===== config.mk =====
export PLATFORM = sky130hd
export DESIGN_NAME = stream_byte_reassembler
export DESIGN_NICKNAME = d
export VERILOG_FILES = /design/src/hw/rtl/sbr_pkg.sv /design/src/hw/rtl/sbr_alu.sv /design/src/hw/rtl/sbr_store.sv /design/src/hw/rtl/stream_byte_reassembler.sv
export SDC_FILE = /design/constraint.sdc
export NUM_CORES = 2
export LEC_CHECK = 0
export ABC_AREA = 1
export BUFFER_PORTS_ARGS = -buffer_cell sky130_fd_sc_hd__buf_2
export CAP_MARGIN = 20
export CORE_AREA = 2 2 276 278
export CTS_BUF_LIST = sky130_fd_sc_hd__clkbuf_8
export DETAILED_ROUTE_END_ITERATION = 16
export DIE_AREA = 0 0 278 280
export PLACE_DENSITY_LB_ADDON = 0.15
export REMOVE_ABC_BUFFERS = 1
export SLEW_MARGIN = 40
export SYNTH_ARGS = -nofsm -noshare
export SYNTH_HDL_FRONTEND = slang
export SYNTH_SLANG_ARGS = --single-unit

===== constraint.sdc =====
create_clock -name aclk -period 8.03 [get_ports aclk]
set_input_delay 2.0075 -clock aclk [delete_from_list [all_inputs] [get_ports aclk]]
set_output_delay 2.0075 -clock aclk [all_outputs]
set_load 0.01 [all_outputs]

===== src/hw/rtl/sbr_pkg.sv =====
package sbr_pkg;

    localparam int POS_W        = 64;
    localparam int BYTE_W       = 8;
    localparam int ROOM_W       = 7;
    localparam int CAPACITY_DEF = 64;

    // s_tdata layout, lowest bit up: position, byte_value, room
    localparam int S_DATA_W = ((POS_W + BYTE_W + ROOM_W + 7) / 8) * 8;

    typedef enum logic {
        ALU_ADD,
        ALU_SUB
    } alu_op_t;

endpackage


===== src/hw/rtl/sbr_alu.sv =====
module sbr_alu
    import sbr_pkg::*;
(
    input  alu_op_t            op,
    input  logic [POS_W-1:0]   a,
    input  logic [POS_W-1:0]   b,
    output logic [POS_W-1:0]   sum,
    output logic               carry
);

    logic [POS_W-1:0] b_eff;
    logic [POS_W:0]   full;

    // subtract as a + ~b + 1; carry set means no borrow
    assign b_eff = (op == ALU_SUB) ? ~b : b;
    assign full  = {1'b0, a} + {1'b0, b_eff} + {{POS_W{1'b0}}, (op == ALU_SUB)};
    assign sum   = full[POS_W-1:0];
    assign carry = full[POS_W];

endmodule


===== src/hw/rtl/sbr_store.sv =====
module sbr_store
    import sbr_pkg::*;
#(
    parameter int CAPACITY = CAPACITY_DEF
) (
    input  logic                            aclk,
    input  logic                            aresetn,
    input  logic                            wr_en,
    input  logic [$clog2(CAPACITY)-1:0]     wr_slot,
    input  logic [BYTE_W-1:0]               wr_byte,
    input  logic                            rd_en,
    input  logic [$clog2(CAPACITY)-1:0]     rd_slot,
    output logic [BYTE_W-1:0]               rd_byte,
    output logic [CAPACITY-1:0]             present
);

    logic [BYTE_W-1:0]   mem [CAPACITY];
    logic [CAPACITY-1:0] present_reg;
    logic [BYTE_W-1:0]   rd_byte_reg;

    always_ff @(posedge aclk) begin
        if (wr_en) begin
            mem[wr_slot] <= wr_byte;
        end
        if (rd_en) begin
            rd_byte_reg <= mem[rd_slot];
        end
    end

    // reading an entry releases it
    always_ff @(posedge aclk) begin
        if (!aresetn) begin
            present_reg <= '0;
        end else begin
            if (wr_en) begin
                present_reg[wr_slot] <= 1'b1;
            end
            if (rd_en) begin
                present_reg[rd_slot] <= 1'b0;
            end
        end
    end

    assign rd_byte = rd_byte_reg;
    assign present = present_reg;

endmodule


===== src/hw/rtl/stream_byte_reassembler.sv =====
// Channel | Dir | Group                     | Contents
// s_      | in  | tvalid tready tdata tuser  | one byte or empty marker, room; tlast ends stream
// m_      | out | tvalid tready tdata tuser  | released byte, flags; tlast ends the item's run
//
// An item that releases nothing goes through acceptance, five passes through one shared
// 64-bit adder (limit, limit compare, end mark, two window bounds), a head check and a
// close check. Each released byte adds a drain step (the adder steps the position) and a
// fetch step (the store read is registered); a release at the top position skips the
// last head check. After the stream closes an item is taken and dropped.
// Reset clears next position, limit, end mark and ring store valid bits; no clearing pass.
// A stalled m_ side holds the sequencer once one released byte is waiting.
module stream_byte_reassembler
    import sbr_pkg::*;
#(
    parameter int CAPACITY = CAPACITY_DEF
) (
    input  logic                  aclk,
    input  logic                  aresetn,
    input  logic                  s_tvalid,
    output logic                  s_tready,
    input  logic [S_DATA_W-1:0]   s_tdata,   // position[63:0], byte_value[71:64], room[78:72]
    input  logic                  s_tuser,   // carries_byte
    input  logic                  s_tlast,   // last_of_stream
    output logic                  m_tvalid,
    input  logic                  m_tready,
    output logic [BYTE_W-1:0]     m_tdata,   // out_byte[7:0]
    output logic [1:0]            m_tuser,   // out_valid[0], stream_done[1]
    output logic                  m_tlast    // last_of_run
);

    localparam int SLOT_W = $clog2(CAPACITY);

    typedef enum logic [3:0] {
        ST_IDLE,
        ST_LIM,
        ST_LCMP,
        ST_END,
        ST_LO,
        ST_HI,
        ST_DRAIN,
        ST_FETCH,
        ST_CLOSE
    } state_t;

    state_t              state_reg, state_next;
    logic [POS_W-1:0]    pos_reg, pos_next;
    logic [BYTE_W-1:0]   byte_reg, byte_next;
    logic                has_reg, has_next;
    logic                last_reg, last_next;
    logic [ROOM_W-1:0]   room_reg, room_next;
    logic [POS_W-1:0]    next_pos_reg, next_pos_next;
    logic [POS_W-1:0]    limit_reg, limit_next;
    logic [POS_W-1:0]    end_reg, end_next;
    logic                end_known_reg, end_known_next;
    logic                closed_reg, closed_next;
    logic [POS_W-1:0]    lim_reg, lim_next;
    logic                ge_reg, ge_next;
    logic [SLOT_W-1:0]   off_reg, off_next;
    logic [SLOT_W-1:0]   head_reg, head_next;
    logic                sat_reg, sat_next;
    logic                pend_valid_reg, pend_valid_next;
    logic [BYTE_W-1:0]   pend_byte_reg, pend_byte_next;
    logic                m_valid_reg, m_valid_next;
    logic [BYTE_W-1:0]   m_byte_reg, m_byte_next;
    logic                m_ok_reg, m_ok_next;
    logic                m_done_reg, m_done_next;
    logic                m_last_reg, m_last_next;

    alu_op_t             alu_op;
    logic [POS_W-1:0]    alu_a, alu_b, alu_sum, alu_sat;
    logic                alu_carry;

    logic                wr_en, rd_en;
    logic [BYTE_W-1:0]   rd_byte;
    logic [CAPACITY-1:0] present;
    logic [SLOT_W:0]     slot_sum;
    logic [SLOT_W-1:0]   wr_slot;
    logic [ROOM_W-1:0]   room_in;
    logic                out_free;
    logic                done;

    sbr_alu u_alu (
        .op    (alu_op),
        .a     (alu_a),
        .b     (alu_b),
        .sum   (alu_sum),
        .carry (alu_carry)
    );

    sbr_store #(
        .CAPACITY (CAPACITY)
    ) u_store (
        .aclk    (aclk),
        .aresetn (aresetn),
        .wr_en   (wr_en),
        .wr_slot (wr_slot),
        .wr_byte (byte_reg),
        .rd_en   (rd_en),
        .rd_slot (head_reg),
        .rd_byte (rd_byte),
        .present (present)
    );

    assign alu_sat  = alu_carry ? {POS_W{1'b1}} : alu_sum;
    assign out_free = !m_valid_reg || m_tready;
    assign s_tready = (state_reg == ST_IDLE);

    // room clipped to the ring size
    assign room_in = (s_tdata[POS_W+BYTE_W +: ROOM_W] > ROOM_W'(CAPACITY))
                   ? ROOM_W'(CAPACITY) : s_tdata[POS_W+BYTE_W +: ROOM_W];

    // offset below CAPACITY, so one wrap at most
    assign slot_sum = {1'b0, head_reg} + {1'b0, off_reg};
    assign wr_slot  = (slot_sum >= (SLOT_W+1)'(CAPACITY))
                    ? SLOT_W'(slot_sum - (SLOT_W+1)'(CAPACITY)) : slot_sum[SLOT_W-1:0];

    always_comb begin
        alu_op = ALU_ADD;
        alu_a  = next_pos_reg;
        alu_b  = '0;
        case (state_reg)
            ST_LIM: begin
                alu_b = {{(POS_W-ROOM_W){1'b0}}, room_reg};
            end
            ST_LCMP: begin
                alu_op = ALU_SUB;
                alu_a  = limit_reg;
                alu_b  = lim_reg;
            end
            ST_END: begin
                alu_a = pos_reg;
                alu_b = {{(POS_W-1){1'b0}}, has_reg};
            end
            ST_LO: begin
                alu_op = ALU_SUB;
                alu_a  = pos_reg;
                alu_b  = next_pos_reg;
            end
            ST_HI: begin
                alu_op = ALU_SUB;
                alu_a  = pos_reg;
                alu_b  = limit_reg;
            end
            ST_DRAIN: begin
                alu_b = {{(POS_W-1){1'b0}}, 1'b1};
            end
            ST_CLOSE: begin
                alu_op = ALU_SUB;
                alu_b  = end_reg;
            end
            default: begin
                alu_op = ALU_ADD;
            end
        endcase
    end

    always_comb begin
        state_next      = state_reg;
        pos_next        = pos_reg;
        byte_next       = byte_reg;
        has_next        = has_reg;
        last_next       = last_reg;
        room_next       = room_reg;
        next_pos_next   = next_pos_reg;
        limit_next      = limit_reg;
        end_next        = end_reg;
        end_known_next  = end_known_reg;
        closed_next     = closed_reg;
        lim_next        = lim_reg;
        ge_next         = ge_reg;
        off_next        = off_reg;
        head_next       = head_reg;
        sat_next        = sat_reg;
        pend_valid_next = pend_valid_reg;
        pend_byte_next  = pend_byte_reg;
        m_valid_next    = m_valid_reg && !m_tready;
        m_byte_next     = m_byte_reg;
        m_ok_next       = m_ok_reg;
        m_done_next     = m_done_reg;
        m_last_next     = m_last_reg;
        wr_en           = 1'b0;
        rd_en           = 1'b0;
        done            = 1'b0;

        case (state_reg)
            ST_IDLE: begin
                if (s_tvalid) begin
                    pos_next  = s_tdata[POS_W-1:0];
                    byte_next = s_tdata[POS_W +: BYTE_W];
                    room_next = room_in;
                    has_next  = s_tuser;
                    last_next = s_tlast;
                    // drop everything once closed
                    if (!closed_reg) begin
                        state_next = ST_LIM;
                    end
                end
            end
            ST_LIM: begin
                lim_next   = alu_sat;
                state_next = ST_LCMP;
            end
            ST_LCMP: begin
                // borrow: limit below the new candidate
                if (!alu_carry) begin
                    limit_next = lim_reg;
                end
                state_next = ST_END;
            end
            ST_END: begin
                if (last_reg) begin
                    end_next       = alu_sat;
                    end_known_next = 1'b1;
                end
                state_next = ST_LO;
            end
            ST_LO: begin
                ge_next    = alu_carry;
                off_next   = alu_sum[SLOT_W-1:0];
                state_next = ST_HI;
            end
            ST_HI: begin
                // keep the first copy of a duplicate
                if (has_reg && ge_reg && !alu_carry && !present[wr_slot]) begin
                    wr_en = 1'b1;
                end
                state_next = ST_DRAIN;
            end
            ST_DRAIN: begin
                if (present[head_reg]) begin
                    rd_en    = 1'b1;
                    sat_next = alu_carry;
                    // hold position at the top of the range
                    if (!alu_carry) begin
                        next_pos_next = alu_sum;
                        head_next     = (head_reg == SLOT_W'(CAPACITY - 1))
                                      ? '0 : head_reg + SLOT_W'(1);
                    end
                    state_next = ST_FETCH;
                end else begin
                    state_next = ST_CLOSE;
                end
            end
            ST_FETCH: begin
                if (!pend_valid_reg || out_free) begin
                    if (pend_valid_reg) begin
                        m_valid_next = 1'b1;
                        m_byte_next  = pend_byte_reg;
                        m_ok_next    = 1'b1;
                        m_done_next  = 1'b0;
                        m_last_next  = 1'b0;
                    end
                    pend_valid_next = 1'b1;
                    pend_byte_next  = rd_byte;
                    state_next      = sat_reg ? ST_CLOSE : ST_DRAIN;
                end
            end
            ST_CLOSE: begin
                done = end_known_reg && (alu_sum == '0);
                if (!pend_valid_reg && !done) begin
                    state_next = ST_IDLE;
                end else if (out_free) begin
                    m_valid_next    = 1'b1;
                    m_byte_next     = pend_valid_reg ? pend_byte_reg : '0;
                    m_ok_next       = pend_valid_reg;
                    m_done_next     = done;
                    m_last_next     = 1'b1;
                    pend_valid_next = 1'b0;
                    closed_next     = done;
                    state_next      = ST_IDLE;
                end
            end
            default: begin
                state_next = ST_IDLE;
            end
        endcase
    end

    always_ff @(posedge aclk) begin
        if (!aresetn) begin
            state_reg      <= ST_IDLE;
            next_pos_reg   <= '0;
            limit_reg      <= '0;
            end_reg        <= '0;
            end_known_reg  <= 1'b0;
            closed_reg     <= 1'b0;
            head_reg       <= '0;
            pend_valid_reg <= 1'b0;
            m_valid_reg    <= 1'b0;
        end else begin
            state_reg      <= state_next;
            next_pos_reg   <= next_pos_next;
            limit_reg      <= limit_next;
            end_reg        <= end_next;
            end_known_reg  <= end_known_next;
            closed_reg     <= closed_next;
            head_reg       <= head_next;
            pend_valid_reg <= pend_valid_next;
            m_valid_reg    <= m_valid_next;
        end
        pos_reg       <= pos_next;
        byte_reg      <= byte_next;
        has_reg       <= has_next;
        last_reg      <= last_next;
        room_reg      <= room_next;
        lim_reg       <= lim_next;
        ge_reg        <= ge_next;
        off_reg       <= off_next;
        sat_reg       <= sat_next;
        pend_byte_reg <= pend_byte_next;
        m_byte_reg    <= m_byte_next;
        m_ok_reg      <= m_ok_next;
        m_done_reg    <= m_done_next;
        m_last_reg    <= m_last_next;
    end

    assign m_tvalid = m_valid_reg;
    assign m_tdata  = m_byte_reg;
    assign m_tuser  = {m_done_reg, m_ok_reg};
    assign m_tlast  = m_last_reg;

endmodule

* Word level (Yosys, flattened, before mapping)
Memory sizes are Yosys's and may differ from the RTL's. A register that Yosys moved wholly into a read port is not among the register bits. Index checks and enable logic that the tools add are counted. W data, S select, Z words.
Storage, ports and cells: memory bits (writable) 512, memory bits (read-only) 0, memories kept 1, latch bits 0, bits in registers 442, output and inout bits 13
Memories:
- u_store.mem | words 64, width 8, rd ports 1, clocked after memory_dff 1, write ports 1, RTL line sbr_store.sv:17 | logic [BYTE_W-1:0] mem [CAPACITY];
Cells by class: equal/unequal tests 16, div/mod/pow operators 0, mux-type cells 60, add/sub/neg operators 5, reductions and logical operators 31, shift-type cells 0, $mul 0, order comparisons 6, bitwise operators 6
Operators with widths (number):
- $pmux W64 S7 | 1
- $mux W64 | 5
- $not A64 Y64 | 2
- $pmux W64 S2 | 1
- $add A64 B64 Y65 | 1
- $add A65 B1 Y65 | 1
- $and A64 B64 Y64 | 1
- $logic_not A64 Y1 | 1
- $or A64 B64 Y64 | 1
- $mux W8 | 5
- $pmux W4 S9 | 1
- $mux W1 | 28
- $mux W4 | 7
- $eq A4 B3 Y1 const B | 4
- $pmux W8 S2 | 1
- $lt A6 B7 Y1 const B | 2
- $bmux W1 S6 | 2
- $demux W1 S6 | 2
- $ge A6 B1 Y1 const B | 2
- $mux W6 | 2
- $ne A2 B2 Y1 const B | 6
- $pmux W1 S2 | 5
- $reduce_and A2 Y1 | 5
- $eq A4 B2 Y1 const B | 2
- other kinds (20) | 36

* Logic depth before layout (Yosys ltp)
depth after elaboration 15, gate-level depth with buffers 36, depth with buffers taken out 34

* Cells and area by module
From an unflattened synthesis, not the netlist that was laid out.
Second synthesis, totals: cells, all modules 5760, area, all modules 47908.4 um^2
By module, submodules not included:
- sbr_store | cells an instance 2416, times used 1, area each 24323.3 um^2
- stream_byte_reassembler | cells an instance 2153, times used 1, area each 17539.3 um^2
- sbr_alu | cells an instance 1191, times used 1, area each 6045.8 um^2

* Worst setup path after synthesis
Ideal clock, no wire load.
path kind input -> register, from in s_tvalid, to reg byte_reg[0], enable pin, setup slack -0.126 ns, data arrival time 7.536 ns, cell stages on the path 2, buffers on the path 0, cell sequence inv_1 nor3_1
On the way: cells in the longest elaborated chain, start to end 1
RTL lines:
- from (decl) | RTL line stream_byte_reassembler.sv:19 | input logic s_tvalid,
- $reduce_and A2 Y1 (no line)
- to (signal assigned) | RTL line stream_byte_reassembler.sv:302 | byte_reg <= byte_next;
- to (decl) | RTL line stream_byte_reassembler.sv:47 | logic [BYTE_W-1:0] byte_reg, byte_next;
No other way between the ends. A chain may end at the register's enable or synchronous reset.

* Worst setup path after layout
from reg state_reg[2], to mem u_store.mem[56][5], enable pin
On the way: cells in the longest elaborated chain, start to end 13
RTL lines:
- from (decl) | RTL line stream_byte_reassembler.sv:45 | state_t state_reg, state_next;
- from (signal assigned) | RTL line stream_byte_reassembler.sv:291 | state_reg <= state_next;
- $eq A4 B4 Y1 (tied with other cells) | RTL line stream_byte_reassembler.sv:121 | case (state_reg)
- $pmux W64 S7 / $reduce_or A4 Y1 (equally long branches)
- $not A64 Y64 / $mux W1 (equally long branches) | RTL line sbr_alu.sv:15, stream_byte_reassembler.sv:121
- $mux W64 | RTL line sbr_alu.sv:15 | assign b_eff = (op == ALU_SUB) ? ~b : b;
- $add A64 B64 Y65 | RTL line sbr_alu.sv:16 | assign full = {1'b0, a} + {1'b0, b_eff} + {{POS_W{1'b0}}, (op == ALU_SUB)};
- $add A65 B1 Y65 | RTL line sbr_alu.sv:16
- $logic_not A1 Y1
- $logic_and A1 B1 Y1 (2 in series) | RTL line stream_byte_reassembler.sv:224 | if (has_reg && ge_reg && !alu_carry && !present[wr_slot]) begin
- $mux W1 | RTL line stream_byte_reassembler.sv:224
- $mux W1 (*) | RTL line stream_byte_reassembler.sv:185 | case (state_reg)
- $mux W1 (*) | RTL line sbr_store.sv:22 | if (wr_en) begin
- $mux W1 (implied by the code) (*) | RTL line sbr_store.sv:23 | mem[wr_slot] <= wr_byte;
- to (decl) | RTL line sbr_store.sv:17
Every way passes the cells marked *; elsewhere a longest branch is shown, timed or not.

==> metrics.csv <==
stage;metric;value;unit
run_status;run status;completed;
placed_design;Setup Slack @ Placement;1361;ps
global_routing;vias in the first global route;32940;
logic_synthesis;cell with the most instances after synthesis;nand2_1;
sta;Final Cycle Share;0.8480;
critical_path;Startpoint Class;flop;
cts;postcts setup bufs;0;
critical_path;RR Endpoint;u_store.mem[56][5];
detailed_routing;first drt pass iteration count;9;
logic_synthesis;Synth top area share;0.4733;
critical_path;Worst R2R Path Depth;17;
pwr;Leakage;0.01803;µW
logic_synthesis;ys async rst share;0;
die;Chip Width;278;µm
layout;Final Instance Count excl. Fillers;5696;
detailed_routing;DRT iter0 DRCs;3667;
logic_synthesis;Post-Syn Instances;4465;
die;Die Y;280;µm
sta;max-slew violation count;0;
critical_path;CP Capture Type;flop;
critical_path;WP data arrival;7220;ps
min_path;worst hold path type;reg -> reg;
logic_synthesis;count of cell types in the netlist;63;
cts;latest clock arrival within the worst-skew pair;820;ps
layout;Top reg by flops;u_store.mem;
critical_path;Setup crit end;u_store.mem[56][5];
layout;design area;48590;µm²
sta;# setup viols final;0;
die;Die ar.;77840;µm²
cts;Sinks on Clock Net;962;
critical_path;worst path required time;8440;ps
cts;Post-CTS Hold Fix Bufs;0;
placed_design;I/O Buffers;97;
cts;clk slew on worst S/H paths;60;ps
logic_synthesis;Synth Register Bits;962;
layout;layout cell share with drive strength beyond 1;0.1056;
detailed_routing;Antenna Violating Nets Remaining;0;
logic_synthesis;Synth area leader;edfxtp_1;
logic_synthesis;Syn Area/Cell;9.834;µm²
cts;Num CTS Buffers;155;
placed_design;routability congestion estimate from global placement;0.9804;
placed_design;placed wire-length estimate;79960;µm
die;Initial Util;0.5839;
pwr;Max VDD drop;0.2597;mV
cts;H-tree level count;4;
sta;Slew Limit Headroom;0.4011;
global_routing;pin count of the biggest net entering global routing;153;
sta;Layout Skew;55.19;ps
cts;post-CTS resize count;0;
logic_synthesis;Post-synth top cells;nand2_1, edfxtp_1, inv_1, o21ai_0, nor2_1;
sta;Fin. Hold Viols;0;
global_routing;first-pass GRT wire length;190900;µm
cts;clk buf depth;3;
detailed_routing;drt drc;0;
cts;clock root buffer;clkbuf_8;
sta;Worst Setup Slack, final;1221;ps
detailed_routing;Vias/cell;5.990;
placed_design;DP Area;45660;µm²
sta;worst-margin pin slew;895.8;ps
global_routing;antenna violations before repair;1;
critical_path;crit path kind;reg -> reg;
die;core area;75190;µm²
logic_synthesis;register area share after synthesis;0.5964;
layout;fin nets;4754;
placed_design;Placed Instances;5417;
sta;RSZ-0062 raised after global routing;no;
die;Row Count;101;
global_routing;GR Overflow Total;0;
die;Ports;99;
logic_synthesis;synthesized area;43910;µm²
logic_synthesis;Synth Warn #;0;
logic_synthesis;synth top area cells;edfxtp_1, dfxtp_1, nand2_1;
layout;Layout area overhead;10.66;%
cts;TritonCTS clock tree;yes;
critical_path;crit path max fanout;50;
pwr;pwr dens;323.2;nW/µm²
min_path;hold_sp;u_store.rd_byte[7];
layout;Finished Core Util;0.6462;
global_routing;GRT Total Usage;0.3213;
logic_synthesis;Main synth FF type;edfxtp_1;
layout;Fill cells;6153;
layout;max reg flops;512;
critical_path;RR Startpoint;state_reg[2];
detailed_routing;WL/cell;22.04;µm
detailed_routing;total number of vias;34120;
detailed_routing;Routed WL;125500;µm
logic_synthesis;EDFF count, synth;692;
critical_path;setup slack, reg-to-reg;1220;ps
sta;Max Fclk;146.9;MHz
critical_path;worst setup path startpoint;state_reg[2];
sta;post-layout min period;6809;ps
run;max-cap violations;0;
sta;Hold WS;415.6;ps
## metal layers
metal	track usage	part of all wire	up-vias
li1	-	-	16050
met1	0.4175	0.40	16110
met2	0.5297	0.47	1619
met3	0.05637	0.081	345
met4	0.1461	0.044	0
met5	0	0	-
## where the power goes
part	internal, µW	switching, µW
Sequential	6170	202
Clock	2010	1930
Combinational	1460	3930
Total	9640	6060
## stage by stage
stage / TNS, ps / total power, µW
4_1_cts: 0 / 15650
2_1_floorplan: -62080 / 9834
3_3_place_gp: 0 / 11660
5_1_grt: 0 / 16530
3_5_place_dp: 0 / 11710
6_report: 0 / 15710
## logic make-up after synthesis
logic type,after synthesis,share of synthesized area
compound gates,1207,0.1723
xor+xnor,22,0.005158
fa+ha+maj,71,0.02057
buf+inv,814,0.07104
flops,962,0.5964
simple gates,1389,0.1346
## cells in the final DEF (no fill, tap or decap), drive strengths merged, types with 8 or more instances in the layout
cell,count
nand2,757
edfxtp,692
inv,653
o21ai,381
nor2,349
a21oi,310
dfxtp,270
buf,194
clkbuf,173
a22oi,135
nand3,119
o22ai,89
nand4,76
a221oi,73
ha,69
a22o,65
a2111oi,57
nor3,52
clkinv,39
a31oi,20
nand3b,16
xor2,14
o41ai,14
o211ai,11
nor4,10
o21a,9
xnor2,8
## worst min-delay path by stage
stage	to	slack [ps]	cells after the start
2_1_floorplan	pend_byte_reg[0]	400	0
3_3_place_gp	pend_byte_reg[0]	400	0
3_5_place_dp	pend_byte_reg[3]	400	0
4_1_cts	pend_byte_reg[7]	410	0
5_1_grt	pend_byte_reg[1]	420	0
6_report	pend_byte_reg[7]	420	0
## cell type report
class / count / area, µm² / share of cell area
Clock buffer: 173 / 2381 / 0.04900
Inverter: 595 / 2242 / 0.04615
Tap cell: 978 / 1224 / 0.02518
Sequential cell: 962 / 26190 / 0.5389
Clock inverter: 103 / 505.5 / 0.01040
Timing Repair Buffer: 194 / 1311 / 0.02699
Antenna cell: 2 / 5.005 / 0.0001030
Multi-Input combinational cell: 2689 / 14730 / 0.3032
## worst max-delay path, stage by stage, from the launching register on
cell,delay (ps)
dfxtp_1,360
nor2_2,300
nand2_1,210
inv_4,480
nor2_4,190
buf_4,280
a2111oi_0,590
ha_1,400
a21oi_1,190
o21ai_0,130
a21oi_1,250
o21a_1,190
nor3_1,90
a211oi_1,390
nand2_1,350
nor4_4,770
nand2_2,550
nor2_1,690
(Power assumes the default switching activity.)
